<file path="src/hw/rtl/lzsswd_pkg.sv">
// Shared types and constants for the LZSS window decompressor.
// No dependencies; imported by every other file of the block.
`timescale 1ns / 1ps
`default_nettype none

package lzsswd_pkg;

   localparam int unsigned WIN_DEPTH = 4096;
   localparam int unsigned WIN_AW    = 12;

   // write position at the start of every stream
   localparam logic [WIN_AW-1:0] START_POS = 12'hFEE;

   localparam logic [4:0] MIN_MATCH   = 5'd3;
   localparam logic [3:0] FLAG_BITS   = 4'd8;

   typedef enum logic [1:0] {
      PH_FLAG,
      PH_TOKEN,
      PH_MATCH
   } phase_type;

   typedef enum logic [1:0] {
      ST_CLEAR,
      ST_IDLE,
      ST_COPY,
      ST_FLUSH
   } state_type;

   // one byte handed to the emit stage
   typedef struct packed {
      logic       valid;
      logic       lit;
      logic [7:0] lit_byte;
      logic       bypass;
      logic [7:0] bypass_byte;
      logic       last;
   } load_type;

   // emit stage status back to the controller
   typedef struct packed {
      logic       slot_free;
      logic       busy;
      logic       wr_en;
      logic [7:0] wr_byte;
   } emit_status_type;

endpackage

`default_nettype wire

</file>
<file path="src/hw/rtl/lzsswd_emit.sv">
// Emit stage: holds the byte whose window read is in flight, then the output register.
// Depends on lzsswd_pkg.
`timescale 1ns / 1ps
`default_nettype none

module lzsswd_emit
   import lzsswd_pkg::*;
(
   input  logic            clock,
   input  logic            reset,
   input  load_type        load,
   input  logic [7:0]      mem_q,
   output emit_status_type status,
   output logic            rsp_tvalid,
   input  logic            rsp_tready,
   output logic [7:0]      rsp_tdata,   // [7:0] out_byte
   output logic            rsp_tlast    // last_of_run
);

   logic       s1_valid_ff, s1_valid_in;
   logic       s1_lit_ff;
   logic [7:0] s1_lit_byte_ff;
   logic       s1_bypass_ff;
   logic [7:0] s1_bypass_byte_ff;
   logic       s1_last_ff;
   logic       out_valid_ff, out_valid_in;
   logic [7:0] out_byte_ff;
   logic       out_last_ff;
   logic [7:0] s1_byte;
   logic       out_free;
   logic       s1_go;

   always_comb begin
      priority if (s1_lit_ff) begin
         s1_byte = s1_lit_byte_ff;
      end else if (s1_bypass_ff) begin
         s1_byte = s1_bypass_byte_ff;
      end else begin
         s1_byte = mem_q;
      end
   end

   assign out_free = !out_valid_ff || rsp_tready;
   assign s1_go    = s1_valid_ff && out_free;

   always_comb begin
      s1_valid_in = s1_valid_ff;
      if (load.valid) begin
         s1_valid_in = 1'b1;
      end else if (s1_go) begin
         s1_valid_in = 1'b0;
      end
      out_valid_in = out_valid_ff;
      if (s1_go) begin
         out_valid_in = 1'b1;
      end else if (rsp_tready) begin
         out_valid_in = 1'b0;
      end
   end

   always_ff @(posedge clock) begin
      if (reset) begin
         s1_valid_ff  <= 1'b0;
         out_valid_ff <= 1'b0;
      end else begin
         s1_valid_ff  <= s1_valid_in;
         out_valid_ff <= out_valid_in;
      end
   end

   always_ff @(posedge clock) begin
      if (load.valid) begin
         s1_lit_ff         <= load.lit;
         s1_lit_byte_ff    <= load.lit_byte;
         s1_bypass_ff      <= load.bypass;
         s1_bypass_byte_ff <= load.bypass_byte;
         s1_last_ff        <= load.last;
      end
      if (s1_go) begin
         out_byte_ff <= s1_byte;
         out_last_ff <= s1_last_ff;
      end
   end

   assign status.slot_free = !s1_valid_ff || s1_go;
   assign status.busy      = s1_valid_ff;
   assign status.wr_en     = s1_go;
   assign status.wr_byte   = s1_byte;

   assign rsp_tvalid = out_valid_ff;
   assign rsp_tdata  = out_byte_ff;
   assign rsp_tlast  = out_last_ff;

endmodule

`default_nettype wire

</file>
<file path="config.mk">
export PLATFORM = sky130hd
export DESIGN_NAME = lzsswd_emit
export DESIGN_NICKNAME = d
export VERILOG_FILES = /design/src/hw/rtl/lzsswd_pkg.sv /design/src/hw/rtl/lzsswd_emit.sv
export SDC_FILE = /design/constraint.sdc
export NUM_CORES = 1
export LEC_CHECK = 0
export ABC_AREA = 1
export BUFFER_PORTS_ARGS = -buffer_cell sky130_fd_sc_hd__buf_4
export CORE_MARGIN = 3
export CORE_UTILIZATION = 49
export CTS_CLUSTER_SIZE = 10
export DETAILED_ROUTE_END_ITERATION = 8
export PLACE_DENSITY = 0.82
export REMOVE_ABC_BUFFERS = 1
export SETUP_SLACK_MARGIN = 0.15
export SLEW_MARGIN = 20
export SYNTH_ARGS = -nofsm -noshare
export SYNTH_HDL_FRONTEND = slang
export SYNTH_SLANG_ARGS = --single-unit
</file>
<file path="constraint.sdc">
create_clock -name clock -period 2.9 [get_ports clock]
set_input_delay 0.87 -clock clock [delete_from_list [all_inputs] [get_ports clock]]
set_output_delay 0.87 -clock clock [all_outputs]
set_load 0.05 [all_outputs]
</file>
=== Word level (Yosys, flattened, before mapping) ===
Cells that the tools add are included.
W data, S select, Z words.

* Multiplexer cells: 6
* Reduce and logical (&&, ||, !) cells: 7

{| class="wikitable"
|+ Operator list
! operator !! count
|-
| $mux W8 || 2
|-
| $mux W1 || 4
|-
| $reduce_bool A2 Y1 || 2
|-
| $logic_not A1 Y1 || 2
|-
| $logic_or A1 B1 Y1 || 2
|-
| $logic_and A1 B1 Y1 || 1
|}

* Input bits: 31
* Bits in registers: 30
* Logic and storage cells: 22

=== Logic depth before layout (Yosys ltp) ===
* Depth after elaboration: 5
* Gate-level depth with buffers: 5
* Mapped depth without buffers: 4

=== Worst setup path after synthesis ===
No wires, ideal clock.

* Path type: in2out
* From: in rsp_tready
* To: out status[8] (netlist name)
* Stages: 3
* Data arrival time: 1.736 ns
* Required time: 2.030 ns
* Setup slack: 0.294 ns
* Path through: inv_2 -> a21oi_1 -> buf_4

{| class="wikitable"
|+ RTL lines
! item !! line !! text
|-
| start: declaration || lzsswd_emit.sv:15 || <nowiki>input logic rsp_tready,</nowiki>
|-
| end: declaration || lzsswd_emit.sv:13 || <nowiki>output emit_status_type status,</nowiki>
|}

==> results.md <==
- FF/Latch Area: 881 um^2
- CP Class: reg -> out
- Final Non-Filler Cells: 184
- Net Sw Power: 0.284 mW
- Fin. Hold Viols: 0
- Setup TNS: 0 ns
- Area delta synth->final: 37.1%
- Worst R2R Path Depth: 4
- CTS Buf Count: 5
- CP Launch Type: register
- Via Count: 868
- Grt peak-use layer: met2
- Total Wirelength: 2370 um
- Post-CTS Hold Fix Bufs: 0
- Ys Warns: 0
- Final net count: 186
- Arrival time at the worst endpoint: 1.44 ns
- Most common cell after layout, fill and taps aside: buf_4
- Worst stage delay on the critical path: 0.55 ns
- Cell family with most CP delay: flip-flops
- # fillers: 157
- Initial DRC Count: 21
- Power Total: 0.953 mW
- Dpl hpwl: 1850 um
- Post-synthesis sequential area ratio: 74.2%
- Met2 Track Usage GR: 29.7%
- Post-synthesis register bit count: 30
- Cell area after synthesis: 0.00119 mm^2
- Cell area after layout: 0.00163 mm^2
- IR drop worst, VDD: 0.467 mV
- Worst path depth: 5
- WP data required: 2.03 ns
- Pwr dens: 585 mW/mm^2
- Routed wire length per instance: 12.9 um
- Chip height: 55.2 um
- Placed Area: 0.00158 mm^2
- Hold slack: 0.432 ns
- Detailed Routing Iterations Pass 1: 4
- Final worst path period share: 79.7%
- Core region area: 0.00225 mm^2
- CP Cell Sequence: inv_6, nand2_1, nand3_1, nand2_1, buf_4
- H-tree depth: 2
- Maximum fanout along the worst path: 9
- Final design utilization: 72.2%
- Combinational power share: 22.2%
- Worst Tran Pin Value: 0.362 ns
- First-pass GRT wire length: 3980 um
- Slew Limit Fails: 0
- Global-route track usage on met1: 17.6%
- CTS clock-pin slew for the worst setup and hold paths: 0.08 ns
- Setup ws final: 0.588 ns
- Starting Density: 52.7%
- GRT Total Usage: 17.1%
- # Post-CTS Setup Buffers: 0
- CTS tree: built
- Leakage: 0.783 nW
- Seq pwr share: 55.2%
- Hold Path Stages: 0
- Final setup viols: 0
- Max-cap viol count: 0
- Share of cells above drive strength 1: 39.1%
- Vias in the first global route: 889
- Synthesized instance count: 100
- Clk Tree Root Cell: clkbuf_4
- Slowest CP cell: edfxtp_1
- DP Cell Count: 176
- Library cells used by synthesis: 12
- Fin Clk Skew: 0.00362 ns
- Fmax: 433 MHz
- Io pins: 52
- Crit path top cell by count: nand2_1
- Post-route ant nets: 0
- Commonest cells after routing, fill and taps aside: buf_4 (52), nand2_1 (32), edfxtp_1 (28)
- Worst Setup End Kind: output pin
- Std-Cell Rows: 17
- Clk sinks: 30
- Rel. slew slack: 75.9%
- Pin count of the biggest net entering global routing: 21
- Grt met3 use: 6.78%
- Worst min path class: reg -> reg
- WP buf/inv: 2
- Chip Width: 55.2 um
- Internal: 0.668 mW
- Clk pwr share: 22.6%
- Syn avg cell area: 11.9 um^2
- ANT cells: 0
- Outcome: finished clean
- RSZ-0062 raised after global routing: no
- Die Footprint: 0.00305 mm^2
- Clock period minus worst slack: 2.31 ns
- Port buffer count: 51
- Post-CTS sizing: 0
- Net Sw Frac: 29.9%
- Place WS: 0.596 ns
- DRC Markers: 0
- Initial antenna violation count: 0
- Total gr overflow: 0
- Later-pin clock latency in the skew report: 0.32 ns
- Maximum clock path buffer count: 2
- Multi-input gate area: 186 um^2
- Placer Congestion: 0.824
- Vias per cell: 4.72
==> worst paths after layout <==
path / startpoint / end / slack [ns]
max reg2reg: s1_bypass_ff$_DFFE_PP_ / rsp_tdata[2]$_DFFE_PP_ / 1.73
min reg2reg: s1_last_ff$_DFFE_PP_ / rsp_tlast$_DFFE_PP_ / 0.43
min: s1_last_ff$_DFFE_PP_ / rsp_tlast$_DFFE_PP_ / 0.43
max: s1_bypass_ff$_DFFE_PP_ / status[2] / 0.59
==> cell type report <==
type                    count  area share, %
clock inverters             3          0.692
repair buffers             52           24.0
clock buffers               5           2.31
flip-flops and latches     30           54.1
multi-input cells          45           11.5
well taps                  28           2.15
inverters                  21           5.30
==> synthesized netlist by cell type, drive strengths merged <==
cell type  number  area (um^2)
a21oi           3         15.0
buf             4         33.8
dfxtp           2         40.0
edfxtp         28          841
inv            21         86.3
nand2          33          126
nand3           9         45.0
==> routing by layer <==
layer  vias to the layer above  wire length, um
met5                         -                0
met1                       394              866
met4                         0               65
met3                         7              151
met2                        36             1290
li1                        431                -
==> power groups by stage <==
| stage | combinational, mW | clock [mW] | sequential [mW] |
|---|---|---|---|
| after floorplan | 0.0927 | 0 | 0.566 |
| after global placement | 0.207 | 0 | 0.534 |
| after detailed placement | 0.212 | 0 | 0.537 |
| after CTS | 0.212 | 0.223 | 0.527 |
| after global routing | 0.225 | 0.245 | 0.530 |
| final | 0.211 | 0.216 | 0.526 |
==> cells by family (layout without fill, tap and decap cells) <==
group                  after synthesis  in the layout  synth area share (%)
AO/OA/AOI/OAI                        3              3                  1.26
flip-flops                          30             30                  74.2
buffers and inverters               25             81                  10.1
AND/OR/NAND/NOR                     42             42                  14.4
Power figures use the tool's default switching activity.
