File: config.mk
export PLATFORM = sky130hd
export DESIGN_NAME = lzsswd_ctrl
export DESIGN_NICKNAME = d
export VERILOG_FILES = /design/src/hw/rtl/lzsswd_pkg.sv /design/src/hw/rtl/lzsswd_ctrl.sv
export SDC_FILE = /design/constraint.sdc
export NUM_CORES = 1
export LEC_CHECK = 0
export BUFFER_PORTS_ARGS = -buffer_cell sky130_fd_sc_hd__buf_2
export CAP_MARGIN = 20
export CORE_MARGIN = 5
export CORE_UTILIZATION = 55
export CTS_BUF_LIST = sky130_fd_sc_hd__clkbuf_2 sky130_fd_sc_hd__clkbuf_4 sky130_fd_sc_hd__clkbuf_8
export CTS_CLUSTER_SIZE = 8
export DETAILED_ROUTE_END_ITERATION = 6
export GPL_ROUTABILITY_DRIVEN = 1
export PLACE_DENSITY = 0.8
export SLEW_MARGIN = 20
export SYNTH_ARGS = -nofsm -noshare
export SYNTH_HDL_FRONTEND = slang
export SYNTH_SLANG_ARGS = --single-unit
export TNS_END_PERCENT = 5
File: constraint.sdc
create_clock -name clock -period 5.1 [get_ports clock]
set_input_delay 0.255 -clock clock [delete_from_list [all_inputs] [get_ports clock]]
set_output_delay 0.255 -clock clock [all_outputs]
set_load 0.02 [all_outputs]
File: src/hw/rtl/lzsswd_pkg.sv
// Shared types and constants for the LZSS window decompressor.
// No dependencies; imported by every other file of the block.
`timescale 1ns / 1ps
`default_nettype none

package lzsswd_pkg;

   localparam int unsigned WIN_DEPTH = 4096;
   localparam int unsigned WIN_AW    = 12;

   // write position at the start of every stream
   localparam logic [WIN_AW-1:0] START_POS = 12'hFEE;

   localparam logic [4:0] MIN_MATCH   = 5'd3;
   localparam logic [3:0] FLAG_BITS   = 4'd8;

   typedef enum logic [1:0] {
      PH_FLAG,
      PH_TOKEN,
      PH_MATCH
   } phase_type;

   typedef enum logic [1:0] {
      ST_CLEAR,
      ST_IDLE,
      ST_COPY,
      ST_FLUSH
   } state_type;

   // one byte handed to the emit stage
   typedef struct packed {
      logic       valid;
      logic       lit;
      logic [7:0] lit_byte;
      logic       bypass;
      logic [7:0] bypass_byte;
      logic       last;
   } load_type;

   // emit stage status back to the controller
   typedef struct packed {
      logic       slot_free;
      logic       busy;
      logic       wr_en;
      logic [7:0] wr_byte;
   } emit_status_type;

endpackage

`default_nettype wire

File: src/hw/rtl/lzsswd_ctrl.sv
// Token parser and copy sequencer: drives the window ports and feeds the emit stage.
// Depends on lzsswd_pkg.
`timescale 1ns / 1ps
`default_nettype none

module lzsswd_ctrl
   import lzsswd_pkg::*;
(
   input  logic              clock,
   input  logic              reset,
   input  logic              req_tvalid,
   output logic              req_tready,
   input  logic [7:0]        req_tdata,
   input  logic              req_tlast,
   input  emit_status_type   status,
   output load_type          load,
   output logic              wr_en,
   output logic [WIN_AW-1:0] wr_addr,
   output logic [7:0]        wr_data,
   output logic              rd_en,
   output logic [WIN_AW-1:0] rd_addr
);

   state_type         state_ff, state_in;
   phase_type         phase_ff, phase_in, phase_eff;
   logic [7:0]        bits_ff, bits_in;
   logic [3:0]        left_ff, left_in, left_dec;
   logic [7:0]        off_low_ff, off_low_in;
   logic [WIN_AW-1:0] wpos_ff, wpos_in;
   logic [WIN_AW-1:0] rd_addr_ff, rd_addr_in;
   logic [4:0]        rem_ff, rem_in;
   logic              eos_ff, eos_in;
   logic [WIN_AW-1:0] clr_addr_ff, clr_addr_in;

   logic accept;
   logic is_lit;
   logic is_match;
   logic issue;
   logic clearing;
   logic clear_start;

   // a token phase with no flag bits left takes the byte as a new flag byte
   always_comb begin
      if (phase_ff == PH_TOKEN && left_ff == 4'd0) begin
         phase_eff = PH_FLAG;
      end else begin
         phase_eff = phase_ff;
      end
   end

   assign req_tready  = (state_ff == ST_IDLE) && status.slot_free;
   assign accept      = req_tvalid && req_tready;
   assign is_lit      = accept && phase_eff == PH_TOKEN && bits_ff[0];
   assign is_match    = accept && phase_eff == PH_MATCH;
   assign issue       = (state_ff == ST_COPY) && status.slot_free;
   assign clearing    = (state_ff == ST_CLEAR);
   assign clear_start = (state_ff == ST_FLUSH) && !status.busy;
   assign left_dec    = (left_ff == 4'd0) ? 4'd0 : left_ff - 4'd1;

   // next state
   always_comb begin
      state_in = state_ff;
      unique case (state_ff)
         ST_CLEAR: begin
            if (clr_addr_ff == WIN_AW'(WIN_DEPTH - 1)) begin
               state_in = ST_IDLE;
            end
         end
         ST_IDLE: begin
            priority if (is_match) begin
               state_in = ST_COPY;
            end else if (accept && req_tlast) begin
               state_in = ST_FLUSH;
            end
         end
         ST_COPY: begin
            if (issue && rem_ff == 5'd1) begin
               state_in = eos_ff ? ST_FLUSH : ST_IDLE;
            end
         end
         ST_FLUSH: begin
            if (!status.busy) begin
               state_in = ST_CLEAR;
            end
         end
         default: state_in = ST_CLEAR;
      endcase
   end

   // outputs
   always_comb begin
      load.valid       = is_lit || issue;
      load.lit         = is_lit;
      load.lit_byte    = req_tdata;
      // read of the entry written in this very cycle
      load.bypass      = status.wr_en && (rd_addr_ff == wpos_ff);
      load.bypass_byte = status.wr_byte;
      load.last        = is_lit || (rem_ff == 5'd1);
      rd_en            = issue;
      rd_addr          = rd_addr_ff;
      wr_en            = clearing || status.wr_en;
      wr_addr          = clearing ? clr_addr_ff : wpos_ff;
      wr_data          = clearing ? 8'd0 : status.wr_byte;
   end

   // parser and sequencer registers
   always_comb begin
      phase_in    = phase_ff;
      bits_in     = bits_ff;
      left_in     = left_ff;
      off_low_in  = off_low_ff;
      rd_addr_in  = rd_addr_ff;
      rem_in      = rem_ff;
      eos_in      = eos_ff;
      wpos_in     = wpos_ff + WIN_AW'(status.wr_en);
      clr_addr_in = clearing ? clr_addr_ff + WIN_AW'(1) : clr_addr_ff;

      if (accept) begin
         unique case (phase_eff)
            PH_TOKEN: begin
               if (bits_ff[0]) begin
                  bits_in  = {1'b0, bits_ff[7:1]};
                  left_in  = left_dec;
                  phase_in = (left_dec == 4'd0) ? PH_FLAG : PH_TOKEN;
               end else begin
                  off_low_in = req_tdata;
                  phase_in   = PH_MATCH;
               end
            end
            PH_MATCH: begin
               rd_addr_in = {req_tdata[7:4], off_low_ff};
               rem_in     = {1'b0, req_tdata[3:0]} + MIN_MATCH;
               bits_in    = {1'b0, bits_ff[7:1]};
               left_in    = left_dec;
               phase_in   = (left_dec == 4'd0) ? PH_FLAG : PH_TOKEN;
            end
            default: begin
               bits_in  = req_tdata;
               left_in  = FLAG_BITS;
               phase_in = PH_TOKEN;
            end
         endcase
         if (req_tlast) begin
            bits_in  = 8'd0;
            left_in  = 4'd0;
            phase_in = PH_FLAG;
            eos_in   = 1'b1;
         end
      end

      if (issue) begin
         rd_addr_in = rd_addr_ff + WIN_AW'(1);
         rem_in     = rem_ff - 5'd1;
      end

      if (clear_start) begin
         wpos_in     = START_POS;
         clr_addr_in = '0;
         eos_in      = 1'b0;
      end
   end

   always_ff @(posedge clock) begin
      if (reset) begin
         state_ff    <= ST_CLEAR;
         phase_ff    <= PH_FLAG;
         bits_ff     <= 8'd0;
         left_ff     <= 4'd0;
         wpos_ff     <= START_POS;
         rem_ff      <= 5'd0;
         eos_ff      <= 1'b0;
         clr_addr_ff <= '0;
      end else begin
         state_ff    <= state_in;
         phase_ff    <= phase_in;
         bits_ff     <= bits_in;
         left_ff     <= left_in;
         wpos_ff     <= wpos_in;
         rem_ff      <= rem_in;
         eos_ff      <= eos_in;
         clr_addr_ff <= clr_addr_in;
      end
   end

   always_ff @(posedge clock) begin
      off_low_ff <= off_low_in;
      rd_addr_ff <= rd_addr_in;
   end

   a_copy_count: assert property (@(posedge clock) disable iff (reset)
      state_ff == ST_COPY |-> rem_ff != 5'd0)
      else $error("copy running with no bytes left");

   a_clear_alone: assert property (@(posedge clock) disable iff (reset)
      state_ff == ST_CLEAR |-> !status.busy && !status.wr_en && wpos_ff == START_POS)
      else $error("window clear overlaps emitted bytes");

   a_eos_flush: assert property (@(posedge clock) disable iff (reset)
      accept && req_tlast && !is_match |=> state_ff == ST_FLUSH)
      else $error("end of stream did not start a flush");

   a_match_start: assert property (@(posedge clock) disable iff (reset)
      is_match |=> state_ff == ST_COPY && rem_ff >= MIN_MATCH)
      else $error("match item did not start a copy");

endmodule

`default_nettype wire

; ---- Word-level counts from Yosys, hierarchy flattened
; Index checks and enable logic that the tools add are counted.
[word_totals]
in_bits = 23
register_bits = 66
[classes]
eq_ne = 14
addsub = 6
mux = 27
n_bitwise = 1
n_reduce_logical = 26
[ops]
columns = op, count
row1 = two-way mux 12 bit, 4
row2 = "adder 12 x 1 -> 12 bit, second input constant", 2
row3 = two-way mux 8 bit, 3
row4 = two-way mux 2 bit, 9
row5 = one-hot mux 8 bit (2 select lines), 1
row6 = two-way mux 5 bit, 3
row7 = adder 12 x 1 -> 12 bit, 1
row8 = equality test 12 bit, 1
row9 = "equality test 12 bit, second input constant", 1
row10 = two-way mux 4 bit, 3
row11 = logical AND 1 bit, 11
row12 = zero test 4 bit, 2
row13 = one-hot mux 2 bit (4 select lines), 1
row14 = one-hot mux 4 bit (2 select lines), 1
row15 = "equality test 2 x 1 -> 1 bit, second input constant", 3
row16 = "equality test 2 bit, second input constant", 3
row17 = AND reduction 2 bit, 3
row18 = "adder 4 x 2 -> 5 bit, second input constant", 1
row19 = "equality test 5 x 1 -> 1 bit, second input constant", 1
row20 = "subtractor 5 x 1 -> 5 bit, second input constant", 1
row21 = "!= test 2 x 1 -> 1 bit, second input constant", 2
row22 = one-hot mux 2 bit (2 select lines), 1
row23 = AND reduction 4 bit, 1
row24 = nonzero test 2 bit, 2
row25 = other kinds (11), 13

; ---- Longest topological paths before layout
[depth]
depth_word = 7
mapped_depth = 6

; ---- Worst setup path after synthesis
; OpenSTA, ideal clock, no wires.
[synth_timing]
path_kind = flip-flop to flip-flop
start = reg left_ff[0]
end = reg off_low_ff[0], enable pin
path_buffers = 0
arrival_time_ns = 1.524
setup_slack_ns = 3.206
stages_incl_launch_ff = 6
required_time_ns = 4.730
cell_sequence = dfxtp_1 inv_1 ha_1 nor3b_2 or3_1 nor2_1
[synth_between]
elab_chain_cells = 5
[synth_rtl]
columns = item, line
row1 = start: declaration, lzsswd_ctrl.sv:27  ; logic [3:0] left_ff, left_in, left_dec;
row2 = start signal: assignment, lzsswd_ctrl.sv:177  ; left_ff <= left_in;
row3 = zero test 4 bit, lzsswd_ctrl.sv:44  ; if (phase_ff == PH_TOKEN && left_ff == 4'd0) begin
row4 = logical AND 1 bit, lzsswd_ctrl.sv:44
row5 = two-way mux 2 bit, lzsswd_ctrl.sv:44
row6 = equality test 2 x 1 -> 1 bit, lzsswd_ctrl.sv:119  ; unique case (phase_eff)
row7 = AND reduction 3 bit (no source line), --
row8 = end signal: assignment, lzsswd_ctrl.sv:186  ; off_low_ff <= off_low_in;
row9 = end: declaration, lzsswd_ctrl.sv:28  ; logic [7:0] off_low_ff, off_low_in;
; Every way passes these cells.
; A chain may end at the register's enable or synchronous reset.

; ---- Worst setup path after layout
[layout_timing]
start = reg state_ff[1]
end = out wr_addr[2]
[layout_between]
elab_chain_cells = 2
[layout_rtl]
columns = item, line
row1 = start: declaration, lzsswd_ctrl.sv:24  ; state_type state_ff, state_in;
row2 = start signal: assignment, lzsswd_ctrl.sv:174  ; state_ff <= state_in;
row3 = zero test 2 bit, lzsswd_ctrl.sv:56  ; assign clearing = (state_ff == ST_CLEAR);
row4 = two-way mux 12 bit, lzsswd_ctrl.sv:102  ; wr_addr = clearing ? clr_addr_ff : wpos_ff;
row5 = end: declaration, lzsswd_ctrl.sv:18  ; output logic [WIN_AW-1:0] wr_addr,
; Every way passes these cells.

==> flow_summary.json <==
{
  "status": "finished clean",
  "synth_most_common_cell": "dfxtp_1",
  "finalCritPeriodShare_pct": 49.8,
  "grt_pass1_vias": 2832,
  "ff2ff_setup_slack_ns": 2.87,
  "cts-hold-fix-buffers": 0,
  "relSlewSlack_pct": 41.9,
  "synth_top_cell_by_area": "dfxtp_1",
  "maxCapViolCount": 0,
  "register_area_um2": 1520,
  "htreeDepth": 3,
  "fin_setup_tns_ns": 0,
  "drt-vias-per-instance": 5.49,
  "clock_latency_ns": 0.35,
  "min_period_ns": 2.54,
  "worstPathMaxFanout": 23,
  "ios": 78,
  "fin_nets": 489,
  "cts_tree": "built",
  "hp-class": "in2reg",
  "synth_area_leaders": "dfxtp_1 (24%), edfxtp_1 (16%), xnor2_1 (5.0%), xor2_1 (5.0%), buf_4 (3.5%)",
  "postRouteAntennaNets": 0,
  "design_area_um2": 4370,
  "cts_buffer_depth": 2,
  "synth.top_cell.area_share_pct": 23.8,
  "layout-drive-gt1-share_pct": 26.0,
  "die_w_um": 93.8,
  "drc": 0,
  "avgSynthCellArea_um2": 9.59,
  "grt_use_total_pct": 20.4,
  "gp_congestion": 0.813,
  "wl_um": 8610,
  "worst-endpoint-required_ns": 4.85,
  "ys_warn_count": 0,
  "fp.coreArea_um2": 6830,
  "syn-num-nets": 435,
  "critPathSlowestCell": "or2_1",
  "wl_per_cell_um": 15.4,
  "end_kind": "primary output",
  "slowest_delay_ns": 0.69,
  "p_leak_nw": 1.75,
  "ir_drop_mv": 0.212,
  "synthCells": 403,
  "synthFlopType": "dfxtp_1",
  "crit_family": "simple AND/OR/NAND/NOR gates",
  "power_density_nw_per_um2": 418,
  "gr-total-overflow": 0,
  "synth.cell_area_um2": 3860,
  "dr.pass1.iters": 5,
  "synthDistinctLibCells": 71,
  "antenna_found_initial": 0,
  "dieArea_um2": 8800,
  "fin_util_pct": 64.0,
  "crit_buf_inv": 1,
  "rsz0062_at_grt": "false",
  "path_class": "reg2out",
  "worst_clock_skew_ns": 0.00600,
  "grt_pass1_wl_um": 14100,
  "pre_cts_slack_ns": 2.89,
  "numClockSinks": 66,
  "cts_buffers": 9,
  "numPortBuffers": 77,
  "crit_path_start_kind": "flop",
  "cts_resized": 0,
  "cts.clk_slew.worst_paths_ns": 0.07,
  "slew_violations": 0,
  "initial_core_util_pct": 56.6,
  "syn_to_final_growth_pct": 13.2,
  "vias": 3062,
  "fill_cells": 565,
  "finalHoldViolCount": 0,
  "setup_slack_ns": 2.56,
  "multi_input_comb_area_um2": 2060,
  "first_iter_violations": 151,
  "synth_edf_count": 20,
  "die_h_um": 93.8,
  "crit_chain": "or2_1, mux2_2, buf_2",
  "setup-violations-final": 0,
  "dpl.hpwl_um": 6170,
  "max_freq_ghz": 0.394,
  "post_cts_buffers": 0,
  "crit_arrival_ns": 2.28,
  "tightest_slew_ns": 0.868,
  "synthArstFlopShare_pct": 0,
  "num_rows": 30,
  "seq_area_frac_synth_pct": 39.4,
  "root_buffer": "clkbuf_8",
  "place_area_um2": 4130,
  "diodes": 0,
  "synthTopCellsByCount": "dfxtp_1 (46), nand2_1 (36), nor2_1 (25)",
  "grt_start_max_net_pins": 29,
  "ys_seq_elements": 66
}
metal layers:
metal / vias to the layer above / wire, um / track usage [%]
met5: - / 0 / 0
met4: 0 / 131 / 6.50
met1: 1429 / 3910 / 27.0
li1: 1537 / - / -
met2: 83 / 4210 / 32.1
met3: 13 / 362 / 5.61
worst register-to-register path: stages, from the launching register on:
cell	delay, ns
dfxtp_1	0.67
nor2b_1	0.33
a31oi_1	0.17
nor2_1	0.69
cell families after synthesis:
logic type	synth area share [%]
AO/OA/AOI/OAI	13.3
XOR/XNOR	9.97
adder cells (fa/ha/maj)	2.91
buffers and inverters	7.45
flip-flops	39.4
multiplexers	4.27
AND/OR/NAND/NOR	22.7
sequential cells by signal, summed over array words and instances (netlist names), 4 cells and up:
register	count
clr_addr_ff	12
rd_addr	12
wpos_ff	12
bits_ff	8
off_low_ff	8
rem_ff	5
left_ff	4
where the power goes:
group	switching, mW	internal [mW]	leakage [nW]	total [mW]
clock network	0.211	0.332	0.120	0.542
registers	0.0774	0.590	0.554	0.667
logic	0.356	0.262	1.08	0.618
total	0.644	1.18	1.75	1.83
metrics by stage:
stage                     cells  total power [mW]  hold slack, ns
after floorplan             403              1.15           0.354
after global placement      542              1.28           0.445
after detailed placement    542              1.29           0.452
after CTS                   558              1.84           0.112
after global routing        558              1.93           0.113
final                       558              1.83           0.129
layout make-up:
class                      count  area share (%)
clock buffer                  10            3.00
clock inverter                 6            2.63
inverter                      12            1.03
multi-input combinational    291            47.0
sequential                    66            34.8
tap                           96            2.75
timing repair buffer          77            8.81
layout by cell type, fill, tap and decap left out, types with 2 or more instances in the layout:
| cell | n |
|---|---|
| ha_1 | 9 |
| a221o_1 | 4 |
| buf_2 | 77 |
| nor3_1 | 8 |
| mux2i_1 | 3 |
| nand2_1 | 36 |
| and3_1 | 2 |
| bufinv_16 | 3 |
| or4_1 | 2 |
| a311oi_1 | 3 |
| nand2b_1 | 5 |
| and2_1 | 14 |
| nand4b_1 | 4 |
| clkinv_4 | 2 |
| and4bb_1 | 2 |
| o21ai_1 | 6 |
| xor2_1 | 22 |
| edfxtp_1 | 20 |
| nand3_1 | 18 |
| or3_1 | 4 |
| mux2_2 | 12 |
| inv_1 | 12 |
| nor4_1 | 3 |
| o21a_1 | 2 |
| a211oi_1 | 2 |
| xnor2_1 | 22 |
| o2bb2ai_1 | 4 |
| a21oi_1 | 14 |
| clkbuf_8 | 9 |
| nor2b_1 | 3 |
| dfxtp_1 | 46 |
| o21ai_0 | 11 |
| nor2_1 | 25 |
| nand4_1 | 12 |
| a31oi_1 | 3 |
| and4_1 | 3 |
path summary, 6_finish.rpt:
path / from / end / depth (start not counted)
min: req_tdata[6] / off_low_ff[6] / 1
max: state_ff[1] / wr_addr[2] / 3
max reg2reg: state_ff[0] / rd_addr[11] / 3
min reg2reg: bits_ff[1] / bits_ff[1] / 1
No activity file was read; power rests on OpenSTA's default activity.
